===== src/rtl/apsp_pkg.sv =====
// Shared types, constants and cost arithmetic for the all-pairs shortest path block.
package apsp_pkg;

   localparam int MAX_POINTS = 8;
   localparam int NODE_W     = 3;
   localparam int CMD_W      = 2;
   localparam int EDGE_W     = 16;
   localparam int COST_W     = 24;
   localparam int NUM_W      = 4;

   localparam logic [NUM_W-1:0] NUM_POINTS_RST = 4'd8;

   localparam logic [CMD_W-1:0] CMD_CLEAR    = 2'd0;
   localparam logic [CMD_W-1:0] CMD_ADD_EDGE = 2'd1;
   localparam logic [CMD_W-1:0] CMD_SOLVE    = 2'd2;

   localparam logic signed [COST_W-1:0] COST_MAX = {1'b0, {(COST_W-1){1'b1}}};
   localparam logic signed [COST_W-1:0] COST_MIN = {1'b1, {(COST_W-1){1'b0}}};

   typedef struct packed {
      logic [CMD_W-1:0]         cmd;
      logic [NODE_W-1:0]        src_node;
      logic [NODE_W-1:0]        dst_node;
      logic signed [EDGE_W-1:0] edge_cost;
   } req_word_type;

   typedef struct packed {
      logic [NODE_W-1:0]        row;
      logic [NODE_W-1:0]        col;
      logic signed [COST_W-1:0] distance;
      logic                     reachable;
      logic                     negative_cycle;
      logic                     last;
   } rsp_word_type;

   typedef struct packed {
      logic                     valid;
      logic signed [COST_W-1:0] cost;
   } cell_type;

   typedef struct packed {
      logic     we;
      logic     clear;
      cell_type wdata;
   } store_ctl_type;

   function automatic logic signed [COST_W-1:0] sat_add(
      input logic signed [COST_W-1:0] a,
      input logic signed [COST_W-1:0] b
   );
      logic [COST_W:0] s;
      s = {a[COST_W-1], a} + {b[COST_W-1], b};
      if (s[COST_W] != s[COST_W-1]) begin
         return s[COST_W] ? COST_MIN : COST_MAX;
      end
      return s[COST_W-1:0];
   endfunction

endpackage


===== src/rtl/apsp_store.sv =====
// Cost matrix memory: one write port, two registered read ports, written bits and bypass.
module apsp_store import apsp_pkg::*; #(
   parameter int MaxPoints = MAX_POINTS
) (
   input  logic                                clock,
   input  logic                                reset,
   input  logic [2*$clog2(MaxPoints)-1:0]      rd_a_addr,
   input  logic [2*$clog2(MaxPoints)-1:0]      rd_b_addr,
   input  logic [2*$clog2(MaxPoints)-1:0]      wr_addr,
   input  store_ctl_type                       ctl,
   output cell_type                            rd_a,
   output cell_type                            rd_b
);

   localparam int NodeW = $clog2(MaxPoints);
   localparam int AddrW = 2 * NodeW;
   localparam int Depth = 1 << AddrW;

   cell_type         mem_ff [Depth];
   logic [Depth-1:0] written_ff;

   cell_type a_q_ff, b_q_ff, byp_data_ff;
   logic     a_wr_ff, b_wr_ff, a_diag_ff, b_diag_ff, a_byp_ff, b_byp_ff;

   always_ff @(posedge clock) begin
      if (ctl.we) begin
         mem_ff[wr_addr] <= ctl.wdata;
      end
      a_q_ff      <= mem_ff[rd_a_addr];
      b_q_ff      <= mem_ff[rd_b_addr];
      a_wr_ff     <= written_ff[rd_a_addr];
      b_wr_ff     <= written_ff[rd_b_addr];
      a_diag_ff   <= rd_a_addr[AddrW-1:NodeW] == rd_a_addr[NodeW-1:0];
      b_diag_ff   <= rd_b_addr[AddrW-1:NodeW] == rd_b_addr[NodeW-1:0];
      byp_data_ff <= ctl.wdata;
   end

   always_ff @(posedge clock) begin
      if (reset || ctl.clear) begin
         written_ff <= '0;
         a_byp_ff   <= 1'b0;
         b_byp_ff   <= 1'b0;
      end else begin
         if (ctl.we) begin
            written_ff[wr_addr] <= 1'b1;
         end
         a_byp_ff <= ctl.we && (wr_addr == rd_a_addr);
         b_byp_ff <= ctl.we && (wr_addr == rd_b_addr);
      end
   end

   always_comb begin
      if (a_byp_ff) begin
         rd_a = byp_data_ff;
      end else if (a_wr_ff) begin
         rd_a = a_q_ff;
      end else begin
         rd_a = '{valid: a_diag_ff, cost: '0};
      end
      if (b_byp_ff) begin
         rd_b = byp_data_ff;
      end else if (b_wr_ff) begin
         rd_b = b_q_ff;
      end else begin
         rd_b = '{valid: b_diag_ff, cost: '0};
      end
   end

endmodule


===== src/rtl/apsp_ctrl.sv =====
// Sequencer: edge updates, relaxation passes, diagonal check and matrix readout.
module apsp_ctrl import apsp_pkg::*; #(
   parameter int MaxPoints = MAX_POINTS
) (
   input  logic                            clock,
   input  logic                            reset,
   input  logic [$clog2(MaxPoints)-1:0]    last_idx,
   input  logic                            req_valid,
   output logic                            req_ready,
   input  req_word_type                    req_word,
   output logic                            rsp_valid,
   input  logic                            rsp_ready,
   output rsp_word_type                    rsp_word,
   output logic [2*$clog2(MaxPoints)-1:0]  rd_a_addr,
   output logic [2*$clog2(MaxPoints)-1:0]  rd_b_addr,
   output logic [2*$clog2(MaxPoints)-1:0]  wr_addr,
   output store_ctl_type                   ctl,
   input  cell_type                        rd_a,
   input  cell_type                        rd_b
);

   localparam int NodeW     = $clog2(MaxPoints);
   localparam int AddrW     = 2 * NodeW;
   localparam int PassLimit = MaxPoints * MaxPoints + 1;
   localparam int PassW     = $clog2(PassLimit);

   typedef enum logic [2:0] {
      ST_IDLE, ST_INIT, ST_STEP, ST_DIAG, ST_DIAG_WAIT, ST_OUT
   } state_type;

   typedef enum logic [2:0] {
      DK_NONE, DK_EDGE, DK_INIT, DK_STEP, DK_DIAG, DK_OUT
   } data_kind_type;

   state_type     state_ff, state_in;
   data_kind_type dk_ff, dk_in;
   logic [NodeW-1:0] s_ff, s_in, d_ff, d_in, k_ff, k_in;
   logic [PassW-1:0] pass_ff, pass_in;
   logic changed_ff, changed_in, neg_ff, neg_in;
   logic dlast_ff, dlast_in, dfa_ff, dfa_in, dfb_ff, dfb_in;
   logic rsp_valid_ff, rsp_valid_in;
   logic [AddrW-1:0] daddr_ff, daddr_in;
   logic signed [COST_W-1:0] dcost_ff, dcost_in;
   cell_type     acc_ff, acc_in;
   rsp_word_type rsp_word_ff, rsp_word_in;

   cell_type op_a, op_b, acc_new;
   logic signed [COST_W-1:0] cand;
   logic diag_hit, neg_now, last_pair;
   logic [NODE_W-1:0] last_node;

   assign rsp_valid = rsp_valid_ff;
   assign rsp_word  = rsp_word_ff;
   assign req_ready = state_ff == ST_IDLE;
   assign last_node = NODE_W'(last_idx);
   assign last_pair = (s_ff == last_idx) && (d_ff == last_idx);

   always_comb begin
      state_in    = state_ff;
      dk_in       = DK_NONE;
      s_in        = s_ff;
      d_in        = d_ff;
      k_in        = k_ff;
      pass_in     = pass_ff;
      changed_in  = changed_ff;
      neg_in      = neg_ff;
      dlast_in    = 1'b0;
      dfa_in      = 1'b0;
      dfb_in      = 1'b0;
      daddr_in    = daddr_ff;
      dcost_in    = dcost_ff;
      acc_in      = acc_ff;
      rsp_word_in = rsp_word_ff;
      rsp_valid_in = rsp_valid_ff && !rsp_ready;
      rd_a_addr   = '0;
      rd_b_addr   = '0;
      wr_addr     = daddr_ff;
      ctl         = '{we: 1'b0, clear: 1'b0, wdata: '0};

      op_a     = dfa_ff ? acc_ff : rd_a;
      op_b     = dfb_ff ? acc_ff : rd_b;
      cand     = sat_add(op_a.cost, op_b.cost);
      acc_new  = acc_ff;
      if (op_a.valid && op_b.valid && (!acc_ff.valid || acc_ff.cost > cand)) begin
         acc_new = '{valid: 1'b1, cost: cand};
      end
      diag_hit = !rd_a.valid || (rd_a.cost != '0);
      neg_now  = neg_ff || diag_hit;

      case (dk_ff)
         DK_EDGE: begin
            if (!rd_a.valid || rd_a.cost > dcost_ff) begin
               ctl.we    = 1'b1;
               ctl.wdata = '{valid: 1'b1, cost: dcost_ff};
            end
         end
         DK_INIT: acc_in = rd_a;
         DK_STEP: begin
            acc_in = acc_new;
            if (acc_new != acc_ff) begin
               changed_in = 1'b1;
            end
            if (dlast_ff) begin
               ctl.we    = 1'b1;
               ctl.wdata = acc_new;
            end
         end
         DK_DIAG: begin
            if (diag_hit) begin
               neg_in = 1'b1;
            end
         end
         DK_OUT: begin
            rsp_valid_in                = 1'b1;
            rsp_word_in.row             = NODE_W'(daddr_ff[AddrW-1:NodeW]);
            rsp_word_in.col             = NODE_W'(daddr_ff[NodeW-1:0]);
            rsp_word_in.distance        = rd_a.valid ? rd_a.cost : '0;
            rsp_word_in.reachable       = rd_a.valid;
            rsp_word_in.negative_cycle  = neg_ff;
            rsp_word_in.last            = dlast_ff;
         end
         default: ;
      endcase

      unique case (state_ff)
         ST_IDLE: begin
            if (req_valid) begin
               case (req_word.cmd)
                  CMD_CLEAR: ctl.clear = 1'b1;
                  CMD_ADD_EDGE: begin
                     if (req_word.src_node <= last_node && req_word.dst_node <= last_node) begin
                        rd_a_addr = {req_word.src_node[NodeW-1:0],
                                     req_word.dst_node[NodeW-1:0]};
                        daddr_in  = rd_a_addr;
                        dcost_in  = COST_W'(req_word.edge_cost);
                        dk_in     = DK_EDGE;
                     end
                  end
                  CMD_SOLVE: begin
                     s_in       = '0;
                     d_in       = '0;
                     pass_in    = '0;
                     changed_in = 1'b0;
                     state_in   = ST_INIT;
                  end
                  default: ;
               endcase
            end
         end
         ST_INIT: begin
            rd_a_addr = {s_ff, d_ff};
            dk_in     = DK_INIT;
            k_in      = '0;
            state_in  = ST_STEP;
         end
         ST_STEP: begin
            rd_a_addr = {s_ff, k_ff};
            rd_b_addr = {k_ff, d_ff};
            dk_in     = DK_STEP;
            dfa_in    = k_ff == d_ff;
            dfb_in    = k_ff == s_ff;
            daddr_in  = {s_ff, d_ff};
            dlast_in  = k_ff == last_idx;
            if (k_ff == last_idx) begin
               if (last_pair) begin
                  k_in     = '0;
                  neg_in   = 1'b0;
                  state_in = ST_DIAG;
               end else begin
                  if (d_ff == last_idx) begin
                     s_in = s_ff + 1'b1;
                     d_in = '0;
                  end else begin
                     d_in = d_ff + 1'b1;
                  end
                  state_in = ST_INIT;
               end
            end else begin
               k_in = k_ff + 1'b1;
            end
         end
         ST_DIAG: begin
            rd_a_addr = {k_ff, k_ff};
            dk_in     = DK_DIAG;
            if (k_ff == last_idx) begin
               state_in = ST_DIAG_WAIT;
            end else begin
               k_in = k_ff + 1'b1;
            end
         end
         ST_DIAG_WAIT: begin
            s_in = '0;
            d_in = '0;
            if (neg_now || !changed_ff || pass_ff == PassW'(PassLimit - 1)) begin
               state_in = ST_OUT;
            end else begin
               pass_in    = pass_ff + 1'b1;
               changed_in = 1'b0;
               state_in   = ST_INIT;
            end
         end
         ST_OUT: begin
            if (dk_ff != DK_OUT && (!rsp_valid_ff || rsp_ready)) begin
               rd_a_addr = {s_ff, d_ff};
               daddr_in  = rd_a_addr;
               dk_in     = DK_OUT;
               dlast_in  = last_pair;
               if (last_pair) begin
                  state_in = ST_IDLE;
               end else if (d_ff == last_idx) begin
                  s_in = s_ff + 1'b1;
                  d_in = '0;
               end else begin
                  d_in = d_ff + 1'b1;
               end
            end
         end
         default: state_in = ST_IDLE;
      endcase

      if (ctl.clear) begin
         ctl.we = 1'b0;
      end
   end

   always_ff @(posedge clock) begin
      if (reset) begin
         state_ff     <= ST_IDLE;
         dk_ff        <= DK_NONE;
         rsp_valid_ff <= 1'b0;
         changed_ff   <= 1'b0;
         neg_ff       <= 1'b0;
         pass_ff      <= '0;
         s_ff         <= '0;
         d_ff         <= '0;
         k_ff         <= '0;
      end else begin
         state_ff     <= state_in;
         dk_ff        <= dk_in;
         rsp_valid_ff <= rsp_valid_in;
         changed_ff   <= changed_in;
         neg_ff       <= neg_in;
         pass_ff      <= pass_in;
         s_ff         <= s_in;
         d_ff         <= d_in;
         k_ff         <= k_in;
      end
      dlast_ff    <= dlast_in;
      dfa_ff      <= dfa_in;
      dfb_ff      <= dfb_in;
      daddr_ff    <= daddr_in;
      dcost_ff    <= dcost_in;
      acc_ff      <= acc_in;
      rsp_word_ff <= rsp_word_in;
   end

endmodule


===== src/rtl/all_pairs_shortest_path.sv =====
// Top level of the all-pairs shortest path block: node count register, store and sequencer.
//
//  port group  dir  handshake          word
//  req_*       in   valid / ready      req_word_type  (clear, add edge, solve)
//  rsp_*       out  valid / ready      rsp_word_type  (one word per matrix entry)
//  csr_*       in   write enable only  num_points, 4 bits
//
//  Clear and add edge may follow back to back; readout fetches one word at a time.
//  Solve, N active nodes: each pass relaxes every pair through the one shared
//  relaxation unit and the two memory read ports; passes repeat until nothing
//  changes, a diagonal goes nonzero or the pass limit is reached.
//  Reset restores the matrix at once through per-entry written bits; no sweep.
//  A stalled rsp_ready holds the readout; req_ready is low from solve to last read.
module all_pairs_shortest_path import apsp_pkg::*; #(
   parameter int MaxPoints = MAX_POINTS
) (
   input  logic              clock,
   input  logic              reset,
   input  logic              req_valid,
   output logic              req_ready,
   input  req_word_type      req_word,
   output logic              rsp_valid,
   input  logic              rsp_ready,
   output rsp_word_type      rsp_word,
   input  logic              csr_wr_en,
   input  logic [NUM_W-1:0]  csr_wr_data
);

   localparam int NodeW = $clog2(MaxPoints);
   localparam int AddrW = 2 * NodeW;

   logic [NUM_W-1:0] num_points_ff;
   logic [NodeW-1:0] last_idx;
   logic [AddrW-1:0] rd_a_addr, rd_b_addr, wr_addr;
   store_ctl_type    ctl;
   cell_type         rd_a, rd_b;

   always_ff @(posedge clock) begin
      if (reset) begin
         num_points_ff <= NUM_POINTS_RST;
      end else if (csr_wr_en) begin
         num_points_ff <= csr_wr_data;
      end
   end

   always_comb begin
      if (num_points_ff == '0) begin
         last_idx = '0;
      end else if (num_points_ff > NUM_W'(MaxPoints)) begin
         last_idx = NodeW'(MaxPoints - 1);
      end else begin
         last_idx = NodeW'(num_points_ff - 1'b1);
      end
   end

   apsp_store #(.MaxPoints(MaxPoints)) u_store (
      .clock     (clock),
      .reset     (reset),
      .rd_a_addr (rd_a_addr),
      .rd_b_addr (rd_b_addr),
      .wr_addr   (wr_addr),
      .ctl       (ctl),
      .rd_a      (rd_a),
      .rd_b      (rd_b)
   );

   apsp_ctrl #(.MaxPoints(MaxPoints)) u_ctrl (
      .clock     (clock),
      .reset     (reset),
      .last_idx  (last_idx),
      .req_valid (req_valid),
      .req_ready (req_ready),
      .req_word  (req_word),
      .rsp_valid (rsp_valid),
      .rsp_ready (rsp_ready),
      .rsp_word  (rsp_word),
      .rd_a_addr (rd_a_addr),
      .rd_b_addr (rd_b_addr),
      .wr_addr   (wr_addr),
      .ctl       (ctl),
      .rd_a      (rd_a),
      .rd_b      (rd_b)
   );

endmodule


===== config.mk =====
export PLATFORM = sky130hd
export DESIGN_NAME = all_pairs_shortest_path
export DESIGN_NICKNAME = d
export VERILOG_FILES = /design/src/rtl/apsp_pkg.sv /design/src/rtl/apsp_store.sv /design/src/rtl/apsp_ctrl.sv /design/src/rtl/all_pairs_shortest_path.sv
export SDC_FILE = /design/constraint.sdc
export NUM_CORES = 2
export LEC_CHECK = 0
export BUFFER_PORTS_ARGS = -buffer_cell sky130_fd_sc_hd__buf_2
export CORE_UTILIZATION = 55
export CTS_CLUSTER_SIZE = 30
export DETAILED_ROUTE_END_ITERATION = 8
export PLACE_DENSITY_LB_ADDON = 0.3
export SYNTH_ARGS = -nofsm -noshare
export SYNTH_HDL_FRONTEND = slang
export SYNTH_SLANG_ARGS = --single-unit

===== constraint.sdc =====
create_clock -name clock -period 8.9 [get_ports clock]
set_input_delay 0 -clock clock [delete_from_list [all_inputs] [get_ports clock]]
set_output_delay 0 -clock clock [all_outputs]
set_load 0.01 [all_outputs]

==> impl_metrics.toml <==
[synthesis]
netlist.area_leader.share_pct = 55.63
ys_seq_area_share_pct = 59.54
avgSynthCellArea_um2 = 13.49
syn_inst = 6721
ys_seq_elements = 1857
synthFlopType = "edfxtp_1"
async_reset_ff_share_pct = 0
yosysUniqueCellTypes = 93
syn_area_um2 = 90680
synth_top_cells_by_area = "edfxtp_1 56%, mux4_2 12%, nand2_1 4.2%, mux2i_1 4.0%, dfxtp_1 3.9%"
syn-num-nets = 6840
synth_area_leader_cell = "edfxtp_1"
yosys_warnings = 0
synth_edf_count = 1680

[critical_path]
crit_path_top_delay_cell = "o32ai_1"
crit_top_cell = "buf_4"
critPathRequiredTime_ns = 9.45
regToRegStartpoint = "u_store.a_wr_ff"
worstPathArrival_ns = 8.97
cp-startpoint = "u_store.a_wr_ff"
end_kind = "flip-flop"
crit_type = "flip-flop to flip-flop"
critPathLaunchType = "flip-flop"
cp_max_fo = 33
critPathMaxStageDelay_ns = 0.63

[placement]
gp_congestion = 1.003
place_area_um2 = 94650
hpwl_um = 200600
port_buffers = 67

[sta]
finalCritPeriodShare_pct = 94.62
slew-limit-headroom_pct = -0.1876
hold_viol = 0
tightest_slew_ns = 1.496
drv_slew = 1
fmax_ghz = 0.1188
post-route-min-period_ns = 8.421
tns_ns = 0
worst_clock_skew_ns = 0.06858
setup_violations = 0
rsz0062_at_grt = "false"

[grt]
gr-usage-all-layers_pct = 39.76
antenna_found_initial = 29
grt_pass1_vias = 63540
grt_first_pass_wirelength_um = 469100
gr-total-overflow = 0
grt_max_degree = 132

[cts]
cts_buffers = 189
clock_latency_ns = 0.87
cts_htree_levels = 4
cts_max_path_buffers = 3
clk_pin_slew_ns = 0.07
cts_tree = "done"
post-cts-setup-buffer-count = 0
clock_sinks = 1857
cts_root_buf = "clkbuf_16"

[power]
leakage_nw = 32.62
switchingPower_w = 0.008415
p_seq_share_pct = 40.1
ir_drop_uv = 188.6
clock_power_share_pct = 32.1
power_density_nw_per_um2 = 245.6
combinationalPowerShare_pct = 27.8
p_int_w = 0.01653
p_sw_share_pct = 33.74

[detailed_routing]
wl_per_cell_um = 37.14
drt_wl_total_um = 338000
final_antenna_net_count = 0
first_pass_iters = 7
drcViolationCount = 0
first_iter_violations = 11480
vias_per_cell = 7.433
vias = 67650

[finish]
nets = 6861
fill_cells = 11870
area_growth_pct = 12.02
final_area_um2 = 101600
layout-drive-gt1-share_pct = 17.98

[die]
fp.dieW_um = 408.1
core_area_um2 = 163100
die_h_um = 408.1
rows = 148
num_io_pins = 68
initial_core_util_pct = 55.59
die_area_um2 = 166500

[status]
violations = "capacitance limit, slew limit"
outcome = "finished, violations left"

[worst_hold_path]
worstHoldStart = "req_valid"
hold_class = "input port to flip-flop"

[job]
drv_cap = 2
[final timing paths]
kind	to	slack (ns)	cells past startpoint
worst max-delay path	u_store.mem_ff[14][15]	0.48	30
worst max register to register	u_store.mem_ff[14][15]	0.48	30
worst min-delay path	u_ctrl.wr_addr[0]	0.10	5
worst min register to register	u_ctrl.rsp_word[1]	0.47	0
[layout make-up]
cell class                      count  area (µm²)  share of cell area [%]
Antenna cell                       20       50.05                 0.04927
Clock buffer                      254        5151                   5.071
Clock inverter                    101        1061                   1.045
Inverter                           58       217.7                  0.2143
Multi-Input combinational cell   4261       35180                   34.63
Sequential cell                  1857       54000                   53.16
Tap cell                         2175        2721                   2.679
Timing Repair Buffer              375        3199                   3.150
[layer usage]
layer  global-route usage (%)  vias to the layer above  part of all wire [%]
li1                         -                    26640                     -
met1                    52.57                    33640                    35
met2                    56.68                     6061                    42
met3                    13.09                     1286                    15
met4                    25.08                       24                   7.6
met5                  0.05747                        -                 0.051
[cell usage after synthesis, types with 48 or more instances]
cell type	n
mux2i_1	364
nand2_1	1018
a21o_1	52
a21oi_1	177
nor2_1	197
nand4_1	61
nor3_1	51
buf_2	112
nor4_1	52
inv_1	57
clkbuf_1	339
nand3_1	307
nor2b_1	122
buf_1	48
ha_1	85
a22oi_1	73
a311oi_1	102
o21ai_0	161
mux4_2	467
edfxtp_1	1680
a31oi_1	187
dfxtp_1	177
a211oi_1	282
[registers in the layout (all words and copies together) (netlist names), 3 cells and up]
| register | flops |
|---|---|
| num_points_ff | 4 |
| u_ctrl.acc_ff | 25 |
| u_ctrl.d_ff | 3 |
| u_ctrl.dcost_ff | 16 |
| u_ctrl.dk_ff | 3 |
| u_ctrl.k_ff | 3 |
| u_ctrl.pass_ff | 7 |
| u_ctrl.rsp_word | 33 |
| u_ctrl.s_ff | 3 |
| u_ctrl.state_ff | 3 |
| u_ctrl.wr_addr | 6 |
| u_store.a_q_ff | 25 |
| u_store.b_q_ff | 25 |
| u_store.byp_data_ff | 25 |
| u_store.mem_ff | 1600 |
| u_store.written_ff | 64 |
[what timing repair did]
action                                 4_1_cts  5_1_grt
resized for setup                            0        6
endpoints found under the hold margin       54        0
hold buffers                                61        0
setup endpoints to repair                    0      140
[metrics by stage]
| stage | util (%) | hold WS (ns) | std cells | setup slack, ns | total power [W] |
|---|---|---|---|---|---|
| after floorplan | - | 0.09887 | 6721 | 0.2240 | 0.01428 |
| after global placement | 58.02 | 0.1807 | 8663 | 0.3982 | 0.01682 |
| after detailed placement | 58.02 | 0.1789 | 8663 | 0.5979 | 0.01680 |
| after CTS | 62.20 | 0.01925 | 9079 | 0.5273 | 0.02469 |
| after global routing | 62.24 | 0.1085 | 9086 | 0.09192 | 0.02561 |
| final | 62.27 | 0.1027 | 9101 | 0.4792 | 0.02494 |
[logic make-up (layout without fill, tap and decap cells)]
family                     count (synthesis)  in the layout  synth area share [%]
and+or+nand+nor                         1953           1953                 9.712
buffers and inverters                    605            788                 2.953
muxes                                    857            857                 15.94
DFF                                     1857           1857                 59.54
other                                      0             20                     0
adders and majority gates                 88             88                 1.217
AOI/OAI and AO/OA                       1303           1305                 10.08
xor gates and xnor gates                  58             58                0.5602
[critical path, delay by kind of cell (launching register included)]
family / cells / cell delay, ns
flip-flops: 1 / 0.43
adder cells (fa/ha/maj): 4 / 1.35
multiplexers: 1 / 0.24
AO/OA/AOI/OAI: 13 / 3.43
AND/OR/NAND/NOR: 6 / 1.08
buffers and inverters: 6 / 1.56
[power by group through the flow]
stage | clock network, W | logic (W) | registers [W]
after floorplan | 0 | 0.00427 | 0.0100
after global placement | 0 | 0.00666 | 0.0102
after detailed placement | 0 | 0.00663 | 0.0102
after CTS | 0.00802 | 0.00669 | 0.00998
after global routing | 0.00833 | 0.00727 | 0.0100
final | 0.00800 | 0.00694 | 0.0100
[cells in the final DEF (no fill, tap or decap), types with 57 or more instances in the layout]
| cell type | synthesis | layout |
|---|---|---|
| dfxtp_1 | 177 | 175 |
| o21ai_0 | 161 | 161 |
| nand4_1 | 61 | 61 |
| edfxtp_1 | 1680 | 1680 |
| dlygate4sd3_1 | 0 | 61 |
| buf_2 | 112 | 67 |
| mux2i_1 | 364 | 364 |
| nor2b_1 | 122 | 120 |
| mux4_2 | 467 | 467 |
| a211oi_1 | 282 | 279 |
| a21oi_1 | 177 | 174 |
| nand3_1 | 307 | 307 |
| buf_4 | 27 | 213 |
| clkbuf_16 | 0 | 193 |
| a31oi_1 | 187 | 187 |
| ha_1 | 85 | 85 |
| nand2_1 | 1018 | 1010 |
| a22oi_1 | 73 | 73 |
| a311oi_1 | 102 | 102 |
| inv_1 | 57 | 57 |
| nor2_1 | 197 | 177 |
Note: power is estimated with default switching activity, not from simulation.
